`src/rtl/core/free_page_stack_allocator_top_macros.svh`:
```
// Assertion macros shared by the free page stack allocator RTL.
// Users must provide clk and rst_n in scope.
`ifndef FREE_PAGE_STACK_ALLOCATOR_TOP_MACROS_SVH
`define FREE_PAGE_STACK_ALLOCATOR_TOP_MACROS_SVH

// Property that must hold in every cycle out of reset.
`define FPSA_ASSERT(lbl, prop, msg) \
  lbl: assert property (@(posedge clk) disable iff (!rst_n) (prop)) else $error(msg);

// Consequent must hold in the cycle after the antecedent.
`define FPSA_ASSERT_NEXT(lbl, ante, cons, msg) \
  lbl: assert property (@(posedge clk) disable iff (!rst_n) (ante) |=> (cons)) else $error(msg);

`endif

```
`src/rtl/core/fpsa_pkg.sv`:
```
// Package for the free page stack allocator: sizes, codes and word types.
// Used by every module under rtl/core.
`default_nettype none
package fpsa_pkg;

  localparam int PAGE_SHIFT     = 12;
  localparam int MAX_FREE_PAGES = 65536;
  localparam int ADDR_BITS      = 32;

  localparam int PFN_W = ADDR_BITS - PAGE_SHIFT;
  localparam int IDX_W = $clog2(MAX_FREE_PAGES);
  localparam int CNT_W = IDX_W + 1;
  localparam int CFG_W = 32;
  localparam int CFG_IDX_W = 2;

  localparam logic [CFG_IDX_W-1:0] CFG_KERNEL_END  = 2'd0;
  localparam logic [CFG_IDX_W-1:0] CFG_PHYS_TOP    = 2'd1;
  localparam logic [CFG_IDX_W-1:0] CFG_VIRT_OFFSET = 2'd2;

  localparam logic [CFG_W-1:0] KERNEL_END_RST  = 32'h0000_0000;
  localparam logic [CFG_W-1:0] PHYS_TOP_RST    = 32'h0E00_0000;
  localparam logic [CFG_W-1:0] VIRT_OFFSET_RST = 32'h8000_0000;

  localparam logic [1:0] ST_OK       = 2'd0;
  localparam logic [1:0] ST_BAD_ADDR = 2'd1;
  localparam logic [1:0] ST_EMPTY    = 2'd2;
  localparam logic [1:0] ST_FULL     = 2'd3;

  localparam logic MODE_FREE  = 1'b0;
  localparam logic MODE_ALLOC = 1'b1;

  typedef struct packed {
    logic                 mode;
    logic [ADDR_BITS-1:0] page_address;
  } in_word_t;

  typedef struct packed {
    logic [ADDR_BITS-1:0] granted_address;
    logic [1:0]           status;
    logic [CNT_W-1:0]     free_count;
  } out_word_t;

  typedef struct packed {
    logic [ADDR_BITS-1:0] kernel_end;
    logic [ADDR_BITS-1:0] phys_top;
    logic [ADDR_BITS-1:0] virt_offset;
  } cfg_t;

  typedef struct packed {
    logic             we;
    logic             re;
    logic [IDX_W-1:0] addr;
    logic [PFN_W-1:0] wdata;
  } ram_req_t;

endpackage
`default_nettype wire

```
`src/rtl/core/fpsa_cfg_regs.sv`:
```
// Configuration registers: kernel end, physical top, virtual offset.
// Depends on fpsa_pkg.
`default_nettype none
module fpsa_cfg_regs
  import fpsa_pkg::*;
(
  input  wire logic                 clk,
  input  wire logic                 rst_n,
  input  wire logic                 cfg_we,
  input  wire logic [CFG_IDX_W-1:0] cfg_index,
  input  wire logic [CFG_W-1:0]     cfg_wdata,
  output cfg_t                      cfg
);

  logic [ADDR_BITS-1:0] kernel_end_r;
  logic [ADDR_BITS-1:0] phys_top_r;
  logic [ADDR_BITS-1:0] virt_offset_r;

  always_ff @(posedge clk) begin
    if (!rst_n) begin
      kernel_end_r  <= ADDR_BITS'(KERNEL_END_RST);
      phys_top_r    <= ADDR_BITS'(PHYS_TOP_RST);
      virt_offset_r <= ADDR_BITS'(VIRT_OFFSET_RST);
    end else if (cfg_we) begin
      case (cfg_index)
        CFG_KERNEL_END:  kernel_end_r  <= ADDR_BITS'(cfg_wdata);
        CFG_PHYS_TOP:    phys_top_r    <= ADDR_BITS'(cfg_wdata);
        CFG_VIRT_OFFSET: virt_offset_r <= ADDR_BITS'(cfg_wdata);
        default: ;
      endcase
    end
  end

  assign cfg.kernel_end  = kernel_end_r;
  assign cfg.phys_top    = phys_top_r;
  assign cfg.virt_offset = virt_offset_r;

endmodule
`default_nettype wire

```
`config.mk`:
```
export PLATFORM = sky130hd
export DESIGN_NAME = fpsa_cfg_regs
export DESIGN_NICKNAME = d
export VERILOG_FILES = /design/src/rtl/core/free_page_stack_allocator_top_macros.svh /design/src/rtl/core/fpsa_pkg.sv /design/src/rtl/core/fpsa_cfg_regs.sv
export SDC_FILE = /design/constraint.sdc
export NUM_CORES = 1
export LEC_CHECK = 0
export BUFFER_PORTS_ARGS = -buffer_cell sky130_fd_sc_hd__clkbuf_2
export CAP_MARGIN = 20
export CORE_MARGIN = 1.5
export CORE_UTILIZATION = 45
export CTS_CLUSTER_DIAMETER = 100
export DETAILED_ROUTE_END_ITERATION = 10
export GPL_TIMING_DRIVEN = 1
export PLACE_DENSITY = 0.74
export SKIP_CTS_REPAIR_TIMING = 1
export SYNTH_ARGS = -nofsm -noshare
export SYNTH_HDL_FRONTEND = slang
export SYNTH_SLANG_ARGS = --single-unit
```
`constraint.sdc`:
```
create_clock -name clk -period 1.27 [get_ports clk]
set_input_delay 0.254 -clock clk [delete_from_list [all_inputs] [get_ports clk]]
set_output_delay 0.254 -clock clk [all_outputs]
set_load 0.1 [all_outputs]
```
==> impl_metrics.json <==
{
  "grt_use_total": 0.219,
  "end_kind": "primary output",
  "skew_ps": 0,
  "pre_cts_ws_ps": -13.0,
  "antenna_left": 0,
  "dr_wl_met3_um": 816,
  "routabilityCongestion": 0.767,
  "vias_per_cell": 4.93,
  "yosysSeqAreaShare": 0.531,
  "fin_nets": 514,
  "clk_latency_ps": 340,
  "drc": 0,
  "routed_wl_mm": 9.21,
  "die_w_um": 92.7,
  "grt_pass1_vias": 2986,
  "worstMarginPinSlew_ps": 286,
  "holdPathEnd": "virt_offset_r[17]$_SDFFE_PN0P_",
  "cts_inserted_buffers": 9,
  "drv_slew": 0,
  "placementRows": 32,
  "h-tree-depth": 3,
  "synth-seq-cells": 96,
  "swShare": 0.302,
  "overflow": 0,
  "finalCritPeriodShare": 0.948,
  "dieArea_um2": 8590,
  "min_period_ps": 1200,
  "power_frac_comb": 0.233,
  "cp_num_buf_inv": 1,
  "clock-sinks": 96,
  "timing.final.ws_setup_ps": 66.5,
  "syn_area_um2": 3620,
  "cp_cell_sequence": "buf_12",
  "initial_core_util": 0.466,
  "critPathArrivalTime_ps": 950,
  "synth_top_cell_by_area": "dfxtp_1",
  "port_buffers": 132,
  "critical_path_class": "flop to primary output",
  "grt_max_degree": 45,
  "drt_iter0_drc": 74,
  "clk_pin_slew_ps": 90,
  "p_switching_mw": 2.16,
  "reg2reg_depth": 2,
  "synth_top_area_share": 0.531,
  "cts_tree": "yes",
  "drtPass1Iterations": 4,
  "wl_met2_mm": 4.67,
  "maxCapViolCount": 0,
  "finalSetupViolCount": 0,
  "top_layer": "met4",
  "dp_hpwl_mm": 7.18,
  "hold_start": "cfg_wdata[17]",
  "p_int_mw": 5.00,
  "r2r-end": "phys_top_r[30]$_SDFFE_PN0P_",
  "cellPowerDensity_nw_per_um2": 1180,
  "rsz0062_at_grt": "false",
  "core_um2": 7770,
  "wl_per_cell_um": 15.8,
  "p_leak_nw": 2.77,
  "num_vias": 2868,
  "clock_path_buffers": 2,
  "synthesis.nets": 385,
  "syn_area_per_cell_um2": 10.4,
  "outcome": "finished, final reports clean",
  "fmax_mhz": 831,
  "area_growth_pct": 67.6,
  "hold_viol_final": 0,
  "grt_pass1_wl_mm": 14.7,
  "critPathLaunchType": "flop",
  "cp_top_family": "flip-flops",
  "peakVddDrop_mv": 0.639,
  "maxSlewHeadroom": 0.809,
  "worst-r2r-setup-slack_ps": 560,
  "antennaDiodeCount": 0,
  "layout-drive-gt1-share": 0.329,
  "ys_warn_count": 0,
  "required_ps": 1020,
  "hold_class": "input port to flop",
  "cp_max_fo": 2,
  "hold_slack_ps": 180,
  "ctsRootBufferMaster": "clkbuf_8",
  "ioPinCount": 133,
  "slowest_stage": "dfxtp_1",
  "seq_power_share": 0.452,
  "synthCells": 348,
  "synthTopCellsByArea": "dfxtp_1 53%, mux2i_1 25%, nand2_1 13%, buf_12 1.7%, buf_6 1.2%",
  "die_height_um": 92.7,
  "holdPathStages": 3,
  "synth.distinct_cells": 14,
  "wl_met1_mm": 3.64,
  "fill_cells": 471,
  "reg2reg_from": "phys_top_r[30]$_SDFFE_PN0P_",
  "p_clk_frac": 0.315,
  "antenna_found_initial": 0,
  "cpPeakStageDelay_ps": 410
}
cells by family (layout without fill, tap and decap cells):
family / count (synthesis) / after routing / share of synthesized area
simple gates: 131 / 131 / 0.152
flops: 96 / 96 / 0.531
compound gates: 4 / 4 / 0.00967
mux: 92 / 92 / 0.254
buf+inv: 25 / 157 / 0.0536
power groups by stage:
stage | clock, mW | sequential [mW] | combinational, mW
after floorplan | 0 | 4.02 | 0.298
after global placement | 0 | 3.30 | 1.65
after detailed placement | 0 | 3.30 | 1.68
after CTS | 2.29 | 3.23 | 1.68
after global routing | 2.40 | 3.25 | 1.72
final | 2.26 | 3.23 | 1.67
metrics by stage:
stage / TNS, ps / total power, mW / cell area, um2 / cells / util
floorplan: 0 / 4.32 / 3620 / 348 / -
global placement: 0 / 4.95 / 5840 / 568 / 0.752
detailed placement: -13.6 / 4.98 / 5840 / 568 / 0.752
CTS: 0 / 7.20 / 6070 / 582 / 0.781
global route: 0 / 7.37 / 6070 / 582 / 0.781
finish: 0 / 7.16 / 6070 / 582 / 0.781
cells in the mapped netlist, drive strengths merged:
cell type / instances
inv: 1
buf: 14
clkbuf: 10
nor3b: 1
and4b: 4
dfxtp: 96
mux2i: 92
nand2: 124
nand3b: 2
a211o: 4
worst max-delay path by stage:
stage / startpoint / end / depth (start not counted)
6_report: kernel_end_r[27]$_SDFFE_PN0P_ / cfg[91] / 1
4_1_cts: virt_offset_r[29]$_SDFFE_PN0P_ / cfg[29] / 1
3_3_place_gp: cfg_index[1] / kernel_end_r[14]$_SDFFE_PN0P_ / 4
5_1_grt: kernel_end_r[16]$_SDFFE_PN0P_ / cfg[80] / 1
2_1_floorplan: phys_top_r[0]$_SDFFE_PN0P_ / phys_top_r[0]$_SDFFE_PN0P_ / 2
3_5_place_dp: cfg_index[1] / kernel_end_r[11]$_SDFFE_PN0P_ / 4
cell usage in the layout, fill, tap and decap left out:
cell       instances
clkbuf_2          35
nor3b_4            1
a211o_1            4
and4b_1            4
nand3b_4           1
nand2_1          124
inv_1              1
dfxtp_1           96
buf_4              3
bufinv_16          3
mux2i_1           92
nand3b_2           1
clkbuf_8           9
buf_12           104
clkinv_2           1
clkbuf_1           1
area by class of cell:
class                      count  area (um2)  share of cell area
tap                          102         128              0.0210
clock buffer                  10         128              0.0210
clock inverter                 4        95.1              0.0157
timing repair buffer         142        2280               0.376
inverter                       1        3.75            0.000619
multi-input combinational    227        1510               0.249
sequential                    96        1920               0.317
state kept, by name, summed over array words and instances (netlist names):
register,count
phys_top_r,32
kernel_end_r,32
virt_offset_r,32
routing by layer:
layer,global-route usage,up-vias
li1,-,1396
met1,0.240,1359
met2,0.395,103
met3,0.0780,10
met4,0.0682,0
met5,0,-
No activity file was read; power rests on OpenSTA's default activity.
