$ cat config.mk
export PLATFORM = sky130hd
export DESIGN_NAME = fpsa_stack_ctrl
export DESIGN_NICKNAME = d
export VERILOG_FILES = /design/src/rtl/core/fpsa_pkg.sv /design/src/rtl/core/fpsa_stack_ctrl.sv
export VERILOG_INCLUDE_DIRS = /design/src /design/src/rtl/core
export SDC_FILE = /design/constraint.sdc
export NUM_CORES = 1
export LEC_CHECK = 0
export ABC_AREA = 1
export BUFFER_PORTS_ARGS = -buffer_cell sky130_fd_sc_hd__buf_2
export CAP_MARGIN = 20
export CORE_ASPECT_RATIO = 1.75
export CORE_UTILIZATION = 25
export DETAILED_ROUTE_END_ITERATION = 6
export PLACE_DENSITY = 0.53
export SETUP_SLACK_MARGIN = 0.05
export SKIP_CTS_REPAIR_TIMING = 1
export SYNTH_ARGS = -nofsm -noshare
export SYNTH_HDL_FRONTEND = slang
export SYNTH_SLANG_ARGS = --single-unit
$ cat constraint.sdc
create_clock -name clk -period 7.05 [get_ports clk]
set_input_delay 1.41 -clock clk [delete_from_list [all_inputs] [get_ports clk]]
set_output_delay 1.41 -clock clk [all_outputs]
set_load 0.01 [all_outputs]
$ cat src/rtl/core/free_page_stack_allocator_top_macros.svh
// Assertion macros shared by the free page stack allocator RTL.
// Users must provide clk and rst_n in scope.
`ifndef FREE_PAGE_STACK_ALLOCATOR_TOP_MACROS_SVH
`define FREE_PAGE_STACK_ALLOCATOR_TOP_MACROS_SVH

// Property that must hold in every cycle out of reset.
`define FPSA_ASSERT(lbl, prop, msg) \
  lbl: assert property (@(posedge clk) disable iff (!rst_n) (prop)) else $error(msg);

// Consequent must hold in the cycle after the antecedent.
`define FPSA_ASSERT_NEXT(lbl, ante, cons, msg) \
  lbl: assert property (@(posedge clk) disable iff (!rst_n) (ante) |=> (cons)) else $error(msg);

`endif

$ cat src/rtl/core/fpsa_pkg.sv
// Package for the free page stack allocator: sizes, codes and word types.
// Used by every module under rtl/core.
`default_nettype none
package fpsa_pkg;

  localparam int PAGE_SHIFT     = 12;
  localparam int MAX_FREE_PAGES = 65536;
  localparam int ADDR_BITS      = 32;

  localparam int PFN_W = ADDR_BITS - PAGE_SHIFT;
  localparam int IDX_W = $clog2(MAX_FREE_PAGES);
  localparam int CNT_W = IDX_W + 1;
  localparam int CFG_W = 32;
  localparam int CFG_IDX_W = 2;

  localparam logic [CFG_IDX_W-1:0] CFG_KERNEL_END  = 2'd0;
  localparam logic [CFG_IDX_W-1:0] CFG_PHYS_TOP    = 2'd1;
  localparam logic [CFG_IDX_W-1:0] CFG_VIRT_OFFSET = 2'd2;

  localparam logic [CFG_W-1:0] KERNEL_END_RST  = 32'h0000_0000;
  localparam logic [CFG_W-1:0] PHYS_TOP_RST    = 32'h0E00_0000;
  localparam logic [CFG_W-1:0] VIRT_OFFSET_RST = 32'h8000_0000;

  localparam logic [1:0] ST_OK       = 2'd0;
  localparam logic [1:0] ST_BAD_ADDR = 2'd1;
  localparam logic [1:0] ST_EMPTY    = 2'd2;
  localparam logic [1:0] ST_FULL     = 2'd3;

  localparam logic MODE_FREE  = 1'b0;
  localparam logic MODE_ALLOC = 1'b1;

  typedef struct packed {
    logic                 mode;
    logic [ADDR_BITS-1:0] page_address;
  } in_word_t;

  typedef struct packed {
    logic [ADDR_BITS-1:0] granted_address;
    logic [1:0]           status;
    logic [CNT_W-1:0]     free_count;
  } out_word_t;

  typedef struct packed {
    logic [ADDR_BITS-1:0] kernel_end;
    logic [ADDR_BITS-1:0] phys_top;
    logic [ADDR_BITS-1:0] virt_offset;
  } cfg_t;

  typedef struct packed {
    logic             we;
    logic             re;
    logic [IDX_W-1:0] addr;
    logic [PFN_W-1:0] wdata;
  } ram_req_t;

endpackage
`default_nettype wire

$ cat src/rtl/core/fpsa_stack_ctrl.sv
// Stack control: address check, top pointer, RAM requests and result stages.
// Depends on fpsa_pkg and the assertion macros header.
`default_nettype none
`include "free_page_stack_allocator_top_macros.svh"
module fpsa_stack_ctrl
  import fpsa_pkg::*;
(
  input  wire logic             clk,
  input  wire logic             rst_n,
  input  cfg_t                  cfg,
  input  wire logic             in_valid,
  output logic                  in_stall,
  input  in_word_t              in_data,
  output logic                  out_valid,
  input  wire logic             out_stall,
  output out_word_t             out_data,
  output ram_req_t              ram_req,
  input  wire logic [PFN_W-1:0] rd_data
);

  logic [CNT_W-1:0] top_r, top_nxt;
  logic [CNT_W-1:0] top_m1;
  logic             s1_valid_r;
  logic             s1_grant_r;
  logic [1:0]       s1_status_r;
  logic [CNT_W-1:0] s1_count_r;
  logic             out_valid_r;
  out_word_t        out_data_r;

  logic                 adv, acc;
  logic                 full, empty;
  logic                 addr_ok;
  logic [ADDR_BITS-1:0] pa;
  logic                 push_ok, pop_ok;
  logic [1:0]           status;

  // advance the result stage when the output register is free or drains
  assign adv      = !out_valid_r || !out_stall;
  assign in_stall = s1_valid_r && !adv;
  assign acc      = in_valid && !in_stall;

  assign full   = top_r[IDX_W];
  assign empty  = (top_r == '0);
  assign top_m1 = top_r - CNT_W'(1);

  assign pa      = in_data.page_address - cfg.virt_offset;
  assign addr_ok = (in_data.page_address[PAGE_SHIFT-1:0] == '0)
                && (in_data.page_address >= cfg.kernel_end)
                && (pa < cfg.phys_top);

  assign push_ok = acc && (in_data.mode == MODE_FREE) && addr_ok && !full;
  assign pop_ok  = acc && (in_data.mode == MODE_ALLOC) && !empty;

  always_comb begin
    if (in_data.mode == MODE_ALLOC) begin
      status = empty ? ST_EMPTY : ST_OK;
    end else if (!addr_ok) begin
      status = ST_BAD_ADDR;
    end else if (full) begin
      status = ST_FULL;
    end else begin
      status = ST_OK;
    end
  end

  always_comb begin
    top_nxt = top_r;
    if (push_ok) begin
      top_nxt = top_r + CNT_W'(1);
    end else if (pop_ok) begin
      top_nxt = top_m1;
    end
  end

  // a push writes at the top, a pop reads the entry below it
  assign ram_req.we    = push_ok;
  assign ram_req.re    = pop_ok;
  assign ram_req.addr  = push_ok ? top_r[IDX_W-1:0] : top_m1[IDX_W-1:0];
  assign ram_req.wdata = in_data.page_address[ADDR_BITS-1:PAGE_SHIFT];

  always_ff @(posedge clk) begin
    if (!rst_n) begin
      top_r       <= '0;
      s1_valid_r  <= 1'b0;
      out_valid_r <= 1'b0;
    end else begin
      top_r <= top_nxt;
      if (acc) begin
        s1_valid_r <= 1'b1;
      end else if (adv) begin
        s1_valid_r <= 1'b0;
      end
      if (adv) begin
        out_valid_r <= s1_valid_r;
      end
    end
  end

  always_ff @(posedge clk) begin
    if (acc) begin
      s1_grant_r  <= pop_ok;
      s1_status_r <= status;
      s1_count_r  <= top_nxt;
    end
  end

  // read data is valid in the stage after the pop issued
  always_ff @(posedge clk) begin
    if (adv && s1_valid_r) begin
      out_data_r.granted_address <= s1_grant_r ? {rd_data, PAGE_SHIFT'(0)} : '0;
      out_data_r.status          <= s1_status_r;
      out_data_r.free_count      <= s1_count_r;
    end
  end

  assign out_valid = out_valid_r;
  assign out_data  = out_data_r;

  `FPSA_ASSERT(a_top_bound, top_r <= CNT_W'(MAX_FREE_PAGES), "top pointer beyond capacity")
  `FPSA_ASSERT_NEXT(a_push_inc, push_ok, top_r == $past(top_r) + CNT_W'(1), "push lost count")
  `FPSA_ASSERT(a_empty_zero, !out_valid_r || out_data_r.status != ST_EMPTY || out_data_r.free_count == '0, "empty status with pages held")
  `FPSA_ASSERT(a_fail_no_grant, !out_valid_r || out_data_r.status == ST_OK || out_data_r.granted_address == '0, "address granted on failure")

endmodule
`default_nettype wire

==> results of run 1 <==
==> cells in the final DEF (no fill, tap or decap), drive strengths merged, types with 12 or more instances in the layout <==
cell    instances
o21ai          55
a21oi          69
clkbuf         12
xor2           48
edfxtp         59
conb           12
nand4          31
nor2           90
nand2         241
nor3           18
dfxtp          19
buf           237
nand3          31
inv           225
ha             96
==> state kept, by name, summed over array words and instances, names as in the netlist <==
name and count:
out_valid 1, s1_valid_r 1, top_r 17, s1_status_r 2, out_data 39, s1_grant_r 1
s1_count_r 17
==> power by group through the flow <==
stage          clock, W  combinational, W  sequential, W
2_1_floorplan         0           0.00121       0.000722
3_3_place_gp          0           0.00171       0.000777
3_5_place_dp          0           0.00172       0.000777
4_1_cts        0.000469           0.00173       0.000768
5_1_grt        0.000480           0.00197       0.000782
6_report       0.000452           0.00172       0.000768
==> path summary, 6_finish.rpt <==
check                 from             to  slack (ns)  cells past startpoint
max                 cfg[6]    ram_req[24]        0.34                     25
min          s1_count_r[2]    out_data[2]        0.41                      0
max reg2reg       top_r[0]  s1_count_r[8]        4.48                     13
min reg2reg  s1_count_r[2]    out_data[2]        0.41                      0
==> per-layer routing <==
metal	track usage (%)	vias up	wire length (um)
met5	0	-	0
met4	5.76	0	634
met3	1.64	26	1110
met2	27.5	241	11700
met1	13.1	3184	7910
li1	-	3792	-
==> cells by family after synthesis <==
group | count (synthesis) | synth area share (%)
buf+inv | 283 | 16.6
fa+ha+maj | 97 | 15.9
flops | 78 | 28.0
xor+xnor | 57 | 6.50
compound gates | 145 | 10.1
simple gates | 412 | 22.8
other cells | 1 | 0.0488
==> layout make-up <==
type,count,share of cell area [%]
Inverter,227,9.13
Multi-Input combinational cell,724,46.4
Timing Repair Buffer,237,13.0
Clock inverter,4,0.509
Sequential cell,78,23.0
Antenna cell,3,0.0804
Tap cell,387,5.19
Clock buffer,12,2.64
==> through the flow <==
| step | utilization, % | hold WS (ns) | area, sq um | setup slack (ns) | std cells |
|---|---|---|---|---|---|
| after floorplan | - | 0.400 | 7720 | 1.45 | 1084 |
| after global placement | 29.8 | 0.402 | 8990 | 0.309 | 1651 |
| after detailed placement | 29.8 | 0.405 | 8990 | 0.268 | 1651 |
| after CTS | 30.8 | 0.413 | 9280 | 0.245 | 1667 |
| after global routing | 31.0 | 0.417 | 9340 | 0.0619 | 1672 |
| final | 31.0 | 0.413 | 9340 | 0.344 | 1672 |
==> worst register-to-register path: cells and delay by family (launching register included) <==
| kind | cells | cell delay [ns] |
|---|---|---|
| AOI/OAI and AO/OA | 1 | 0.08 |
| adders and majority gates | 1 | 0.25 |
| buffers and inverters | 4 | 0.54 |
| DFF | 1 | 0.34 |
| and+or+nand+nor | 7 | 1.11 |
==> impl_metrics.env, run 1 <==
export IMPL_finClkSkew_ns=0.00659
export IMPL_fillers=3319
export IMPL_grt_max_degree=40
export IMPL_rsz0062_at_grt="false"
export IMPL_clk_path_buf_depth=2
export IMPL_core_sq_um=30200
export IMPL_swShare_pct=46.2
export IMPL_die_h_um=234
export IMPL_fp_dieW_um=134
export IMPL_finalCriticalPeriod_ns=6.71
export IMPL_grt_pass1_vias=6995
export IMPL_synth_ff_latch_count=78
export IMPL_p_leak_nw=5.13
export IMPL_comb_power_share_pct=58.4
export IMPL_synth_cell_area_sq_um=7680
export IMPL_grt_pass1_wl_um=33300
export IMPL_port_buffers=231
export IMPL_numClockSinks=78
export IMPL_synth_common_cells="239 x nand2_1, 222 x inv_1, 96 x ha_1, 83 x nor2_1, 68 x a21oi_1"
export IMPL_tightest_slew_ns=0.908
export IMPL_clock_power_share_pct=15.4
export IMPL_p_int_w=0.00158
export IMPL_core_rowCount=84
export IMPL_synth_ff_type="edfxtp_1"
export IMPL_start_kind="input pin"
export IMPL_routed_wirelength_um=21300
export IMPL_io_pins=244
export IMPL_die_area_sq_um=31400
export IMPL_period_share_pct=95.1
export IMPL_seqCellArea_sq_um=2150
export IMPL_vias=7243
export IMPL_grt_overflow_total=0
export IMPL_cts_tree="yes"
export IMPL_yosysMostFrequentCell="nand2_1"
export IMPL_path_class="input pin to output pin"
export IMPL_endpoint_kind="output pin"
export IMPL_fmax_mhz=149
export IMPL_nNetsFinal=1527
export IMPL_hpwlAfterDp_um=18000
export IMPL_avgSynthCellArea_sq_um=7.16
export IMPL_cts_htree_levels=3
export IMPL_synth_top_area_share_pct=23.1
export IMPL_crit_buf_inv=6
export IMPL_first_iter_violations=200
export IMPL_drc=0
export IMPL_worstPathRequired_ns=5.64
export IMPL_area_growth_pct=21.6
export IMPL_track_usage_pct=13.4
export IMPL_routed_via_density=4.33
export IMPL_drive_above_1_share_pct=21.4
export IMPL_p_total_w=0.00294
export IMPL_run_status="completed"
export IMPL_syn_inst=1073
export IMPL_synth_top_area_cell="edfxtp_1"
export IMPL_crit_path_max_fanout=16
export IMPL_path_common_cell="nand2_1"
export IMPL_synth_edff_count=59
export IMPL_crit_arrival_ns=5.30
export IMPL_ant_nets=0
export IMPL_hp_class="flip-flop to flip-flop"
export IMPL_async_reset_ff_share_pct=0
export IMPL_synth_warnings=0
export IMPL_root_buffer="clkbuf_16"
export IMPL_relSlewSlack_pct=39.4
export IMPL_critPathTopFamily="simple AND/OR/NAND/NOR gates"
export IMPL_synth_cell_types=39
export IMPL_dr_pass1_iters=4
export IMPL_netlist_top_cells_area="edfxtp_1 23%, ha_1 16%, nand2_1 12%, inv_1 11%, xor2_1 5.5%"
export IMPL_clkLatencyLatePin_ns=0.33
export IMPL_p_sw_w=0.00136
export IMPL_antenna_found_initial=4
export IMPL_finalSetupTns_ns=0
export IMPL_hold_violations=0
export IMPL_clkSlewWorstSetupHoldPaths_ns=0.06
export IMPL_final_setup_viol_count=0
export IMPL_ir_worst_vdd_mv=0.194
export IMPL_pwr_share_seq_pct=26.1
export IMPL_slew_violations=0
export IMPL_synth_seq_area_share_pct=28.0
export IMPL_max_stage_delay_ns=0.36
export IMPL_powerDensity_nw_per_um2=314
export IMPL_drv_cap=0
export IMPL_slowest_stage="ha_1"
export IMPL_initial_core_util_pct=25.5
export IMPL_multi_input_area_sq_um=4330
export IMPL_avgRoutedWirePerCell_um=12.7
export IMPL_cts_buffers=9
export IMPL_gp_congestion=0.841
No activity file was read; power rests on OpenSTA's default activity.
==> inputs of run 2 (changes only) <==
CELL_PAD_IN_SITES_DETAIL_PLACEMENT = 1   (was not set)
CELL_PAD_IN_SITES_GLOBAL_PLACEMENT = 1   (was not set)
PLACE_DENSITY = 0.67   (was 0.53)
==> run 2 against run 1 <==
Against the previous run:
- final cell count shrank 0.18%
- sequential power grew 0.5%
- highest routed layer is now met5
- maximum frequency grew 3.0%
- largest power group unchanged
- first-iteration DRC count fell by 16%
- hold slack better by 0.0050 ns
- worst setup slack gained 0.19 ns
- cell area shrank 0.55%
- non-clock buffer count did not move
- global-route usage up 2.3 points
- largest cell class unchanged
- flip-flop and latch count did not move
- die area unchanged
- critical path depth did not move
- critical endpoint is now ram_req[34]
==> impl_metrics.env, run 2 (synthesis results as in run 1) <==
export IMPL_run_status="completed"
export IMPL_final_cell_mix="239 x nand2_1, 231 x buf_2, 222 x inv_1"
export IMPL_rsz0062_at_grt="false"
export IMPL_nNetsFinal=1526
export IMPL_hold_violations=0
export IMPL_endpoint_kind="output pin"
export IMPL_powerDensity_nw_per_um2=311
export IMPL_avgRoutedWirePerCell_um=14.7
export IMPL_root_buffer="clkbuf_16"
export IMPL_cts_htree_levels=3
export IMPL_final_setup_viol_count=0
export IMPL_grt_pass1_vias=7790
export IMPL_vias=7418
export IMPL_postLayoutCoreUtil_pct=30.8
export IMPL_ant_nets=0
export IMPL_seqCellArea_sq_um=2150
export IMPL_cts_tree="yes"
export IMPL_drv_cap=0
export IMPL_initial_core_util_pct=25.5
export IMPL_crit_arrival_ns=5.10
export IMPL_gp_congestion=0.866
export IMPL_drc=0
export IMPL_core_sq_um=30200
export IMPL_path_common_cell="nand2_1"
export IMPL_drive_above_1_share_pct=21.3
export IMPL_grt_pass1_wl_um=38500
export IMPL_fillers=3858
export IMPL_ir_worst_vdd_mv=0.296
export IMPL_worstPathRequired_ns=5.64
export IMPL_hpwlAfterDp_um=21400
export IMPL_die_area_sq_um=31400
export IMPL_routed_via_density=4.44
export IMPL_slowest_stage="ha_1"
export IMPL_path_class="input pin to output pin"
export IMPL_cts_buffers=9
export IMPL_max_stage_delay_ns=0.36
export IMPL_grt_max_degree=38
export IMPL_antenna_found_initial=1
export IMPL_finalSetupTns_ns=0
export IMPL_die_h_um=234
export IMPL_grt_overflow_total=0
export IMPL_slew_violations=0
export IMPL_track_usage_pct=15.7
export IMPL_clkLatencyLatePin_ns=0.34
export IMPL_fp_dieW_um=134
export IMPL_finalCriticalPeriod_ns=6.51
export IMPL_port_buffers=231
export IMPL_period_share_pct=92.4
export IMPL_relSlewSlack_pct=46.0
export IMPL_multi_input_area_sq_um=4310
export IMPL_clk_path_buf_depth=2
export IMPL_numClockSinks=78
export IMPL_io_pins=244
export IMPL_tightest_slew_ns=0.808
export IMPL_fmax_mhz=154
export IMPL_area_growth_pct=21.0
export IMPL_core_rowCount=84
export IMPL_mostFrequentLayoutCell="nand2_1"
export IMPL_p_leak_nw=5.12
export IMPL_crit_path_max_fanout=37
export IMPL_hp_class="flip-flop to flip-flop"
export IMPL_first_iter_violations=168
export IMPL_setup_reg_to_reg_worst_slack_ns=4.33
export IMPL_finClkSkew_ns=0.00798
export IMPL_largest_reg_flops=39
export IMPL_clkSlewWorstSetupHoldPaths_ns=0.06
export IMPL_dr_pass1_iters=4
export IMPL_start_kind="input pin"
export IMPL_routed_wirelength_um=24600
[run 2: changes by cell type in the layout (fill, tap and decap cells not counted), sizes merged]
cell      delta
clkinv       -1
clkinvlp     +1
nand4        -1
clkbuf       -3
bufinv       -1
diode        -2
inv          +4
[run 2: area by class of cell]
type                            instances  share of cell area, %
Antenna cell                            1                 0.0269
Clock buffer                            9                   2.43
Clock inverter                          7                  0.687
Inverter                              227                   9.18
Multi-Input combinational cell        723                   46.4
Sequential cell                        78                   23.2
Tap cell                              387                   5.21
Timing Repair Buffer                  237                   12.9
[run 2: path summary, 6_finish.rpt]
| kind | depth (start not counted) | endpoint | startpoint |
|---|---|---|---|
| max | 25 | ram_req[34] | in_data[4] |
| min | 0 | out_data[7] | s1_count_r[7] |
| max reg2reg | 13 | s1_count_r[9] | top_r[0] |
| min reg2reg | 0 | out_data[7] | s1_count_r[7] |
[run 2: per-layer routing]
metal  vias to the layer above  routed length [um]  global-route usage (%)
met1                      3458                9580                    16.6
met3                        31                 730                    1.21
met5                         -                   8                       0
met4                         2                 486                    4.74
met2                       162               13800                    32.1
li1                       3765                   -                       -
[run 2: worst max-delay path, delay by kind of cell]
| family | cells | cell delay, ns |
|---|---|---|
| xor+xnor | 1 | 0.25 |
| simple gates | 14 | 1.34 |
| buf+inv | 4 | 0.64 |
| compound gates | 4 | 0.77 |
| fa+ha+maj | 2 | 0.67 |
[run 2: per-stage QoR]
step | setup slack [ns] | power (W) | instance area, sq um | hold WS (ns) | cells
4_1_cts | 0.524 | 0.00294 | 9280 | 0.419 | 1668
5_1_grt | 0.191 | 0.00317 | 9280 | 0.427 | 1668
2_1_floorplan | 1.45 | 0.00193 | 7720 | 0.400 | 1084
3_3_place_gp | 0.583 | 0.00243 | 8990 | 0.402 | 1652
3_5_place_dp | 0.533 | 0.00246 | 8990 | 0.406 | 1652
6_report | 0.539 | 0.00289 | 9290 | 0.418 | 1669
[run 2: where the power goes]
part           switching [W]  internal (W)
Combinational        0.00103      0.000628
Clock               0.000211      0.000247
Sequential          0.000109      0.000663
Total                0.00135       0.00154
